**src/sv/mue_pkg.sv**
```systemverilog
// Types, constants and the character table of the monotonic ULID encoder.
// No dependencies.
package mue_pkg;

  localparam int unsigned TIME_W   = 48;
  localparam int unsigned RHIGH_W  = 16;
  localparam int unsigned RLOW_W   = 64;
  localparam int unsigned RAND_W   = RHIGH_W + RLOW_W;
  localparam int unsigned ULID_W   = TIME_W + RAND_W;
  localparam int unsigned PADDED_W = ULID_W + 2;
  localparam int unsigned CHAR_W   = 7;
  localparam int unsigned DIGIT_W  = 5;
  localparam int unsigned ULID_CHARS = 26;
  localparam logic [4:0]  LAST_IDX = 5'(ULID_CHARS - 1);

  typedef struct packed {
    logic              retry;
    logic [ULID_W-1:0] ulid;
  } ent_t;

  typedef struct packed {
    logic full;
    logic empty;
  } qstat_t;

  localparam logic [CHAR_W-1:0] CROCKFORD [32] = '{
    7'h30, 7'h31, 7'h32, 7'h33, 7'h34, 7'h35, 7'h36, 7'h37,
    7'h38, 7'h39, 7'h41, 7'h42, 7'h43, 7'h44, 7'h45, 7'h46,
    7'h47, 7'h48, 7'h4A, 7'h4B, 7'h4D, 7'h4E, 7'h50, 7'h51,
    7'h52, 7'h53, 7'h54, 7'h56, 7'h57, 7'h58, 7'h59, 7'h5A
  };

endpackage

```
**src/sv/mue_front.sv**
```systemverilog
// Front end: holds the last time and random value, classifies each item
// as new time, same-time increment or exhausted, and forms a queue entry. Uses mue_pkg.
module mue_front (
  input  logic                           clk,
  input  logic                           rst_n,
  input  logic                           accept,
  input  logic [mue_pkg::TIME_W-1:0]     time_ms,
  input  logic [mue_pkg::RHIGH_W-1:0]    fresh_random_high,
  input  logic [mue_pkg::RLOW_W-1:0]     fresh_random_low,
  output mue_pkg::ent_t                  entry
);

  logic [mue_pkg::TIME_W-1:0] last_time_r, last_time_nxt;
  logic [mue_pkg::RAND_W-1:0] rand_r, rand_nxt;
  logic [mue_pkg::RAND_W-1:0] rand_inc;
  logic                       same_time;
  logic                       exhausted;

  assign same_time = (time_ms == last_time_r);
  assign exhausted = &rand_r;
  assign rand_inc  = rand_r + mue_pkg::RAND_W'(1);

  always_comb begin
    last_time_nxt = last_time_r;
    rand_nxt      = rand_r;
    entry.retry   = 1'b0;
    entry.ulid    = {time_ms, fresh_random_high, fresh_random_low};
    if (!same_time) begin
      last_time_nxt = time_ms;
      rand_nxt      = {fresh_random_high, fresh_random_low};
    end else if (exhausted) begin
      // The state stays as it is; the item only reports a retry.
      entry.retry = 1'b1;
    end else begin
      rand_nxt   = rand_inc;
      entry.ulid = {last_time_r, rand_inc};
    end
  end

  always_ff @(posedge clk) begin
    if (!rst_n) begin
      last_time_r <= '0;
      rand_r      <= '0;
    end else if (accept) begin
      last_time_r <= last_time_nxt;
      rand_r      <= rand_nxt;
    end
  end

endmodule

```
**src/sv/mue_queue.sv**
```systemverilog
// Short register queue between the front and back ends of the ULID encoder.
// Uses mue_pkg for the entry and status types.
module mue_queue #(
  parameter int unsigned DEPTH = 2
) (
  input  logic            clk,
  input  logic            rst_n,
  input  logic            wr_en,
  input  mue_pkg::ent_t   wr_data,
  input  logic            rd_en,
  output mue_pkg::ent_t   rd_data,
  output mue_pkg::qstat_t stat
);

  localparam int unsigned PW = (DEPTH > 1) ? $clog2(DEPTH) : 1;
  localparam int unsigned CW = $clog2(DEPTH + 1);
  localparam logic [PW-1:0] LAST_PTR = PW'(DEPTH - 1);

  mue_pkg::ent_t mem_r [DEPTH];
  logic [PW-1:0] wr_ptr_r, wr_ptr_nxt;
  logic [PW-1:0] rd_ptr_r, rd_ptr_nxt;
  logic [CW-1:0] count_r, count_nxt;

  assign rd_data    = mem_r[rd_ptr_r];
  assign stat.full  = (count_r == CW'(DEPTH));
  assign stat.empty = (count_r == '0);

  always_comb begin
    wr_ptr_nxt = wr_ptr_r;
    rd_ptr_nxt = rd_ptr_r;
    count_nxt  = count_r;
    if (wr_en) begin
      wr_ptr_nxt = (wr_ptr_r == LAST_PTR) ? '0 : wr_ptr_r + PW'(1);
    end
    if (rd_en) begin
      rd_ptr_nxt = (rd_ptr_r == LAST_PTR) ? '0 : rd_ptr_r + PW'(1);
    end
    if (wr_en && !rd_en) begin
      count_nxt = count_r + CW'(1);
    end else if (rd_en && !wr_en) begin
      count_nxt = count_r - CW'(1);
    end
  end

  always_ff @(posedge clk) begin
    if (!rst_n) begin
      wr_ptr_r <= '0;
      rd_ptr_r <= '0;
      count_r  <= '0;
    end else begin
      wr_ptr_r <= wr_ptr_nxt;
      rd_ptr_r <= rd_ptr_nxt;
      count_r  <= count_nxt;
    end
  end

  always_ff @(posedge clk) begin
    if (wr_en) begin
      mem_r[wr_ptr_r] <= wr_data;
    end
  end

endmodule

```
**src/sv/mue_back.sv**
```systemverilog
// Back end: takes one queue entry at a time and shifts it out as Base32
// characters, one per accepted result, or a single retry status. Uses mue_pkg.
module mue_back (
  input  logic                          clk,
  input  logic                          rst_n,
  input  mue_pkg::ent_t                 q_data,
  input  logic                          q_empty,
  output logic                          q_rd,
  input  logic                          pop,
  output logic                          empty,
  output logic [mue_pkg::CHAR_W-1:0]    char_code,
  output logic                          status,
  output logic                          last_flag
);

  logic                           busy_r, busy_nxt;
  logic                           retry_r, retry_nxt;
  logic [mue_pkg::PADDED_W-1:0]   sh_r, sh_nxt;
  logic [4:0]                     idx_r, idx_nxt;
  logic                           take;
  logic                           is_last;

  assign is_last = retry_r || (idx_r == mue_pkg::LAST_IDX);
  assign take    = busy_r && pop;
  // A new entry loads as soon as the current one delivers its final result.
  assign q_rd    = !q_empty && (!busy_r || (take && is_last));

  assign empty     = !busy_r;
  assign status    = retry_r;
  assign last_flag = is_last;
  assign char_code = retry_r ? '0
                   : mue_pkg::CROCKFORD[sh_r[mue_pkg::PADDED_W-1 -: mue_pkg::DIGIT_W]];

  always_comb begin
    busy_nxt  = busy_r;
    retry_nxt = retry_r;
    sh_nxt    = sh_r;
    idx_nxt   = idx_r;
    if (q_rd) begin
      busy_nxt  = 1'b1;
      retry_nxt = q_data.retry;
      // Two zero pad bits sit above the identifier's top bit.
      sh_nxt    = {2'b00, q_data.ulid};
      idx_nxt   = '0;
    end else if (take) begin
      if (is_last) begin
        busy_nxt = 1'b0;
      end else begin
        sh_nxt  = sh_r << mue_pkg::DIGIT_W;
        idx_nxt = idx_r + 5'd1;
      end
    end
  end

  always_ff @(posedge clk) begin
    if (!rst_n) begin
      busy_r  <= 1'b0;
      retry_r <= 1'b0;
      idx_r   <= '0;
    end else begin
      busy_r  <= busy_nxt;
      retry_r <= retry_nxt;
      idx_r   <= idx_nxt;
    end
  end

  always_ff @(posedge clk) begin
    sh_r <= sh_nxt;
  end

endmodule

```
**src/sv/monotonic_ulid_encoder_core.sv**
```systemverilog
// Monotonic ULID encoder: 26 Base32 characters per item, or one retry status.
// An item's first character passes through the entry queue and the back end's shift register
// and waits while the back end is busy; characters leave one per cycle while out_pop is high;
// the front end takes a new item every cycle while the entry queue has room.
// Reset (synchronous, rst_n low) clears the stored time and random value and empties the queue.
module monotonic_ulid_encoder_core #(
  parameter int unsigned QUEUE_DEPTH = 2
) (
  input  logic                          clk,
  input  logic                          rst_n,
  input  logic                          in_push,
  output logic                          in_full,
  input  logic [mue_pkg::TIME_W-1:0]    in_time_ms,
  input  logic [mue_pkg::RHIGH_W-1:0]   in_fresh_random_high,
  input  logic [mue_pkg::RLOW_W-1:0]    in_fresh_random_low,
  output logic                          out_empty,
  input  logic                          out_pop,
  output logic [mue_pkg::CHAR_W-1:0]    out_char_code,
  output logic                          out_status,
  output logic                          out_last_flag
);

  mue_pkg::ent_t   fe_entry;
  mue_pkg::ent_t   q_data;
  mue_pkg::qstat_t q_stat;
  logic            accept;
  logic            q_rd;

  assign in_full = q_stat.full;
  assign accept  = in_push && !q_stat.full;

  mue_front u_front (
    .clk               (clk),
    .rst_n             (rst_n),
    .accept            (accept),
    .time_ms           (in_time_ms),
    .fresh_random_high (in_fresh_random_high),
    .fresh_random_low  (in_fresh_random_low),
    .entry             (fe_entry)
  );

  mue_queue #(
    .DEPTH (QUEUE_DEPTH)
  ) u_queue (
    .clk     (clk),
    .rst_n   (rst_n),
    .wr_en   (accept),
    .wr_data (fe_entry),
    .rd_en   (q_rd),
    .rd_data (q_data),
    .stat    (q_stat)
  );

  mue_back u_back (
    .clk       (clk),
    .rst_n     (rst_n),
    .q_data    (q_data),
    .q_empty   (q_stat.empty),
    .q_rd      (q_rd),
    .pop       (out_pop),
    .empty     (out_empty),
    .char_code (out_char_code),
    .status    (out_status),
    .last_flag (out_last_flag)
  );

endmodule

```
**config.mk**
```make
export PLATFORM = sky130hd
export DESIGN_NAME = monotonic_ulid_encoder_core
export DESIGN_NICKNAME = d
export VERILOG_FILES = /design/src/sv/mue_pkg.sv /design/src/sv/mue_front.sv /design/src/sv/mue_queue.sv /design/src/sv/mue_back.sv /design/src/sv/monotonic_ulid_encoder_core.sv
export SDC_FILE = /design/constraint.sdc
export NUM_CORES = 1
export LEC_CHECK = 0
export BUFFER_PORTS_ARGS = -buffer_cell sky130_fd_sc_hd__buf_2
export CORE_UTILIZATION = 41
export CTS_CLUSTER_DIAMETER = 40
export DETAILED_ROUTE_END_ITERATION = 8
export GPL_ROUTABILITY_DRIVEN = 0
export PLACE_DENSITY = 0.68
export SLEW_MARGIN = 10
export SYNTH_ARGS = -nofsm -noshare
export SYNTH_HDL_FRONTEND = slang
export SYNTH_SLANG_ARGS = --single-unit
```
**constraint.sdc**
```tcl
create_clock -name clk -period 7.4 [get_ports clk]
set_clock_uncertainty 0.1 [all_clocks]
set_input_delay 0.74 -clock clk [delete_from_list [all_inputs] [get_ports clk]]
set_output_delay 0.74 -clock clk [all_outputs]
set_load 0.005 [all_outputs]
```
==> impl_metrics.json, run 1 <==
{
  "status": "complete, no violations",
  "cts_hold_buf": 0,
  "avgSynthCellArea_um2": 11.1,
  "cts_tree": "done",
  "path_max_fanout": 54,
  "final_layout_size_suffix_gt1_share_pct": 14.1,
  "critPathKind": "register to register",
  "worstPathRequired_ns": 7.82,
  "nNetsFinal": 2393,
  "io_buffer_count": 142,
  "postCtsSetupRepairBufs": 0,
  "die_area_mm2": 0.0605,
  "critical_path_buf_inv_count": 2,
  "worstSkewPairLatency_ns": 0.61,
  "wl_per_cell_um": 19.7,
  "powerDensity_mw_per_mm2": 381,
  "area_delta_synth_final_pct": 15.7,
  "viasPerCell": 5.55,
  "rsz0062_at_grt": "false",
  "row_count": 89,
  "synth_ff_type": "edfxtp_1",
  "initial_core_util_pct": 41.4,
  "syn_nets": 2344,
  "cpMaxStageDelayCell": "or4_4",
  "grt_antenna_before_repair": 1,
  "synth-seq-cells": 528,
  "die_height_um": 246,
  "hp-class": "input port to register",
  "cp_slowest_stage_delay_ns": 0.67,
  "stdcell_area_mm2": 0.0282,
  "cts_root_buffer": "clkbuf_16",
  "first_pass_iters": 6,
  "final-hold-violation-count": 0,
  "cap_violations": 0,
  "antenna_left": 0,
  "worstSetupStartpointType": "register",
  "maxSlewHeadroom_pct": 22.9,
  "leakagePower_nw": 10.2,
  "yosysWarnings": 0,
  "cts_buffers": 82,
  "vias": 17200,
  "async_flop_share_pct": 0,
  "clk_pin_slew_ns": 0.05,
  "setup_violations": 0,
  "crit_path_end_kind": "register",
  "fill_cells": 5176,
  "io_pins": 143,
  "synth_edf_count": 386,
  "first_global_vias": 16500,
  "min_period_ns": 4.15,
  "core_area_mm2": 0.0589,
  "grt_max_degree": 160,
  "max_freq_mhz": 241,
  "finalCritPeriodShare_pct": 56.1,
  "grt_first_pass_wirelength_um": 93500,
  "die_w_um": 246,
  "syn_area_mm2": 0.0244,
  "cts.sinks": 528,
  "tns_ns": 0,
  "crit_family": "simple AND/OR/NAND/NOR gates",
  "hpwlAfterDp_um": 39100,
  "drv_slew": 0,
  "wl_um": 60900,
  "seq_area_frac_synth_pct": 59.2,
  "remaining_drc_errors": 0,
  "worstPathArrival_ns": 4.58,
  "post_cts_resized": 0,
  "crit_chain": "ha_1, nand3_1, nor3_2, buf_4, nand3_1, or4_4, o21ai_4, buf_4, o21ai_0, a21oi_1",
  "synthDistinctLibCells": 67,
  "grt.total_usage_pct": 19.9,
  "drt_iter0_drc": 1757,
  "worst_pin_slew_ns": 1.15,
  "clockBufferDepth": 3,
  "vdd_drop_max_uv": 219,
  "place_area_mm2": 0.0254,
  "grt_overflow": 0,
  "htreeDepth": 3,
  "netlist_instances": 2202
}
==> cells by family (layout without fill, tap and decap cells) <==
logic type	Yosys count	count (layout)	synth area share, %
buffers and inverters	213	331	3.73
AND/OR/NAND/NOR	685	685	13.0
AO/OA/AOI/OAI	430	430	10.4
other	0	3	0
XOR/XNOR	135	135	4.85
adder cells (fa/ha/maj)	10	10	0.513
multiplexers	201	201	8.31
flip-flops	528	528	59.2
==> metal layers <==
layer / part of all wire (%) / global-route usage [%] / wire length (um)
met1: 43 / 26.8 / 26300
met2: 46 / 31.7 / 28200
met3: 7.5 / 4.41 / 4590
met4: 2.9 / 6.94 / 1770
met5: 0.021 / 0 / 13
==> Yosys cell counts, types with 8 or more instances <==
cell,n,share of area [%]
xor2_1,96,3.4
inv_1,14,0.22
buf_2,23,0.47
and3_1,17,0.44
nor3_1,29,0.60
edfxtp_1,386,48
mux2i_1,199,8.2
clkbuf_1,155,2.4
o21ai_0,214,4.4
o22ai_1,13,0.33
a211o_1,8,0.29
xnor2_1,39,1.4
nor2_1,140,2.2
buf_6,10,0.46
nand2_1,323,5.0
nand4_1,42,1.1
and4_1,13,0.47
o211ai_1,9,0.28
a211oi_1,9,0.28
ha_1,10,0.51
o32ai_1,36,1.3
nand3_1,45,0.92
a21oi_1,90,1.8
nor4_1,31,0.80
or3_1,9,0.23
dfxtp_1,142,12
==> through the flow <==
stage / setup slack (ns) / instances / hold slack (ns) / power [W] / utilization [%]
finish: 3.25 / 3096 / 0.268 / 0.0108 / 47.9
floorplan: 0.406 / 2202 / 0.353 / 0.00629 / -
global route: 2.99 / 3093 / 0.232 / 0.0113 / 47.9
detailed placement: 2.93 / 2940 / 0.378 / 0.00698 / 43.2
CTS: 3.33 / 3093 / 0.230 / 0.0109 / 47.9
global placement: 3.00 / 2940 / 0.370 / 0.00691 / 43.2
==> state kept, by name (all words and copies together), names as in the netlist, 2 cells and up, named ones only <==
name / flops
u_back.idx_r: 5
u_back.sh_r: 130
u_front.last_time_r: 48
u_front.rand_r: 80
u_queue.count_r: 2
u_queue.mem_r: 258
==> final cells by class <==
class	instances	area, um^2	area share [%]
tap	773	967	3.43
clock buffer	98	2180	7.74
multi-input combinational	1461	9080	32.2
timing repair buffer	163	881	3.12
clock inverter	55	603	2.14
sequential	528	14400	51.2
inverter	15	63.8	0.226
antenna	3	7.51	0.0266
==> layout by cell type (no fill, tap or decap), types with 9 or more instances in the layout <==
cell / instances
nand3_1: 45
o21ai_0: 214
inv_6: 10
mux2i_1: 199
o211ai_1: 9
ha_1: 10
nor3_1: 28
clkbuf_16: 84
clkinvlp_4: 9
and4_1: 13
xnor2_1: 39
nor2_1: 138
nor4_1: 31
clkbuf_1: 11
clkinv_2: 11
dfxtp_1: 141
a21oi_1: 90
o22ai_1: 13
a211oi_1: 9
edfxtp_1: 386
buf_2: 142
inv_1: 13
nand2_1: 323
nand4_1: 42
o32ai_1: 36
buf_4: 20
and3_1: 16
xor2_1: 96
==> where the power goes <==
part / switching, W / total, W / internal [W] / leakage (nW)
clock: 0.00143 / 0.00385 / 0.00242 / 1.34
sequential: 0.000383 / 0.00463 / 0.00425 / 4.82
combinational: 0.00151 / 0.00228 / 0.000771 / 4.01
==> worst register-to-register path, delay by kind of cell (launching register included) <==
kind            cells  cell delay [ns]
fa+ha+maj           1             0.33
buf+inv             2             0.89
flops               1             0.48
compound gates      3             1.07
simple gates        4             1.22
==> path summary, 6_finish.rpt <==
path | startpoint | depth (start not counted) | slack [ns] | endpoint
setup / recovery | u_front.rand_r[0] | 10 | 3.25 | u_front.rand_r[72]
hold / removal | in_time_ms[9] | 1 | 0.27 | u_queue.mem_r[1][89]
setup reg to reg | u_front.rand_r[0] | 10 | 3.25 | u_front.rand_r[72]
hold reg to reg | u_front.rand_r[55] | 2 | 0.39 | u_front.rand_r[55]
Note: power is estimated with default switching activity, not from simulation.
==> run 2, diff against run 1 <==
PLACE_DENSITY = 0.65   (was 0.68)
clock period = 3.9 ns   (was 7.4 ns; I/O delays follow)
==> impl_metrics.json, run 2 (same netlist as run 1, synthesis figures left out) <==
{
  "cp_slowest_stage_delay_ns": 0.58,
  "path_max_fanout": 105,
  "viasPerCell": 5.55,
  "switching_share_pct": 30.9,
  "wl_um": 63000,
  "final-hold-violation-count": 0,
  "vdd_drop_max_uv": 434,
  "cpMostUsedCell": "buf_12",
  "clockBufferDepth": 3,
  "htreeDepth": 3,
  "maxSlewHeadroom_pct": 37.0,
  "whs_endpoint": "u_front.rand_r[62]",
  "largest_registers": "u_queue.mem_r: 258 flops, u_back.sh_r: 130 flops, u_front.rand_r: 80 flops",
  "final_layout_size_suffix_gt1_share_pct": 15.0,
  "grt.total_usage_pct": 20.7,
  "crit_path_end_kind": "register",
  "remaining_drc_errors": 0,
  "cpMaxStageDelayCell": "nor4_1",
  "finalCritPeriodShare_pct": 86.6,
  "wl_per_cell_um": 19.7,
  "worstPathRequired_ns": 4.30,
  "nNetsFinal": 2495,
  "hpwlAfterDp_um": 40900,
  "max_freq_mhz": 296,
  "initial_core_util_pct": 41.4,
  "worstPathArrival_ns": 3.77,
  "die_w_um": 246,
  "io_buffer_count": 142,
  "dp_cells": 2974,
  "powerDensity_mw_per_mm2": 705,
  "r2r_end": "u_queue.mem_r[1][18]",
  "p_clk_share_pct": 35.2,
  "final_common_cell": "edfxtp_1",
  "intPower_w": 0.0143,
  "top_register": "u_queue.mem_r",
  "post_cts_resized": 0,
  "leakagePower_nw": 10.7,
  "first_pass_iters": 7,
  "hold_path_depth": 4,
  "seqCellArea_mm2": 0.0144,
  "min_period_ns": 3.38,
  "top_layer": "met4",
  "row_count": 89,
  "clk_pin_slew_ns": 0.05,
  "grt_overflow": 0,
  "area_delta_synth_final_pct": 20.4,
  "core_area_mm2": 0.0589,
  "crit_chain": "dlygate4sd3_1, buf_2, xor2_1, nor4_1, nand4_1, or3_4, buf_12, o21ai_4, buf_12, a21oi_1, o32ai_1",
  "hp-class": "input port to register",
  "met2_length_um": 29300,
  "cts_root_buffer": "clkbuf_16",
  "grt_max_degree": 113,
  "min-delay-start": "in_fresh_random_low[62]",
  "worstSetupStartpointType": "input port",
  "setup_violations": 0,
  "antenna_left": 0,
  "reg2reg_from": "u_front.rand_r[0]",
  "drt_iter0_drc": 1874,
  "power.share.combinational_pct": 22.6,
  "grt_first_pass_wirelength_um": 96800,
  "vias": 17700,
  "io_pins": 143,
  "switchingPower_w": 0.00639,
  "rrSetupSlack_ns": 0.54,
  "die_area_mm2": 0.0605,
  "final_cell_mix": "386 x edfxtp_1, 323 x nand2_1, 214 x o21ai_0",
  "worstSkewPairLatency_ns": 0.62,
  "rr_worst_depth": 8,
  "instances_no_fill": 3195,
  "cts.sinks": 528,
  "first_global_vias": 17100,
  "drv_slew": 0,
  "worst_pin_slew_ns": 0.945,
  "m1WireLength_um": 27500,
  "critPathKind": "input port to register",
  "cts_tree": "done",
  "fill_cells": 5149,
  "cap_violations": 0,
  "rsz0062_at_grt": "false",
  "dr_wl_met3_um": 4240,
  "die_height_um": 246,
  "status": "complete, no violations",
  "tns_ns": 0,
  "largest_reg_flops": 258,
  "grt_antenna_before_repair": 0,
  "cts_buffers": 80,
  "power_frac_seq_pct": 42.3,
  "multiInputGateArea_mm2": 0.00908
}
run 2: critical path: cells and delay by family:
kind	cells	cell delay (ns)
simple gates	3	1.30
buf+inv	4	1.25
compound gates	3	0.53
xor+xnor	1	0.15
run 2: through the flow:
step	power (W)	hold slack [ns]	worst slack [ns]	util, %	area (um^2)
finish	0.0207	0.0412	0.523	49.8	29400
global route	0.0217	0.0277	0.418	49.8	29400
CTS	0.0209	0.00323	0.574	49.8	29400
detailed placement	0.0135	0.382	0.496	43.9	25900
global placement	0.0134	0.380	0.502	43.9	25900
floorplan	0.0119	0.353	0.147	-	24400
run 2: worst max-delay path by stage:
stage / start / end / slack [ns] / cells past startpoint
floorplan: u_back.idx_r[1] / u_back.sh_r[0] / 0.15 / 6
global placement: in_time_ms[41] / u_front.rand_r[58] / 0.50 / 11
detailed placement: in_time_ms[41] / u_front.rand_r[67] / 0.50 / 11
CTS: in_time_ms[41] / u_front.rand_r[58] / 0.57 / 12
global route: u_front.rand_r[0] / u_queue.mem_r[0][56] / 0.42 / 9
finish: in_time_ms[21] / u_front.rand_r[11] / 0.52 / 11
run 2: power groups by stage:
stage	combinational, W	clock, W	sequential, W
final	0.00467	0.00728	0.00875
after global routing	0.00520	0.00763	0.00890
after CTS	0.00474	0.00741	0.00876
after detailed placement	0.00465	0	0.00885
after global placement	0.00457	0	0.00880
after floorplan	0.00334	0	0.00854
run 2: layer usage:
layer | global-route usage (%) | vias to the layer above
met5 | 0 | -
met4 | 7.95 | 0
met3 | 3.80 | 143
met2 | 32.8 | 690
met1 | 27.9 | 8580
li1 | - | 8333
run 2: what timing repair did:
| item | in CTS | in global routing |
|---|---|---|
| hold endpoints to repair | 169 | 0 |
| hold buffers | 70 | 0 |
| buffers inserted | 0 | 0 |
run 2: cell type report:
| cell class | count | share of cell area [%] |
|---|---|---|
| antenna | 1 | 0.00853 |
| clock buffer | 98 | 7.40 |
| clock inverter | 52 | 2.08 |
| inverter | 15 | 0.217 |
| multi-input combinational | 1461 | 30.9 |
| sequential | 528 | 49.2 |
| tap | 773 | 3.29 |
| timing repair buffer | 267 | 6.90 |
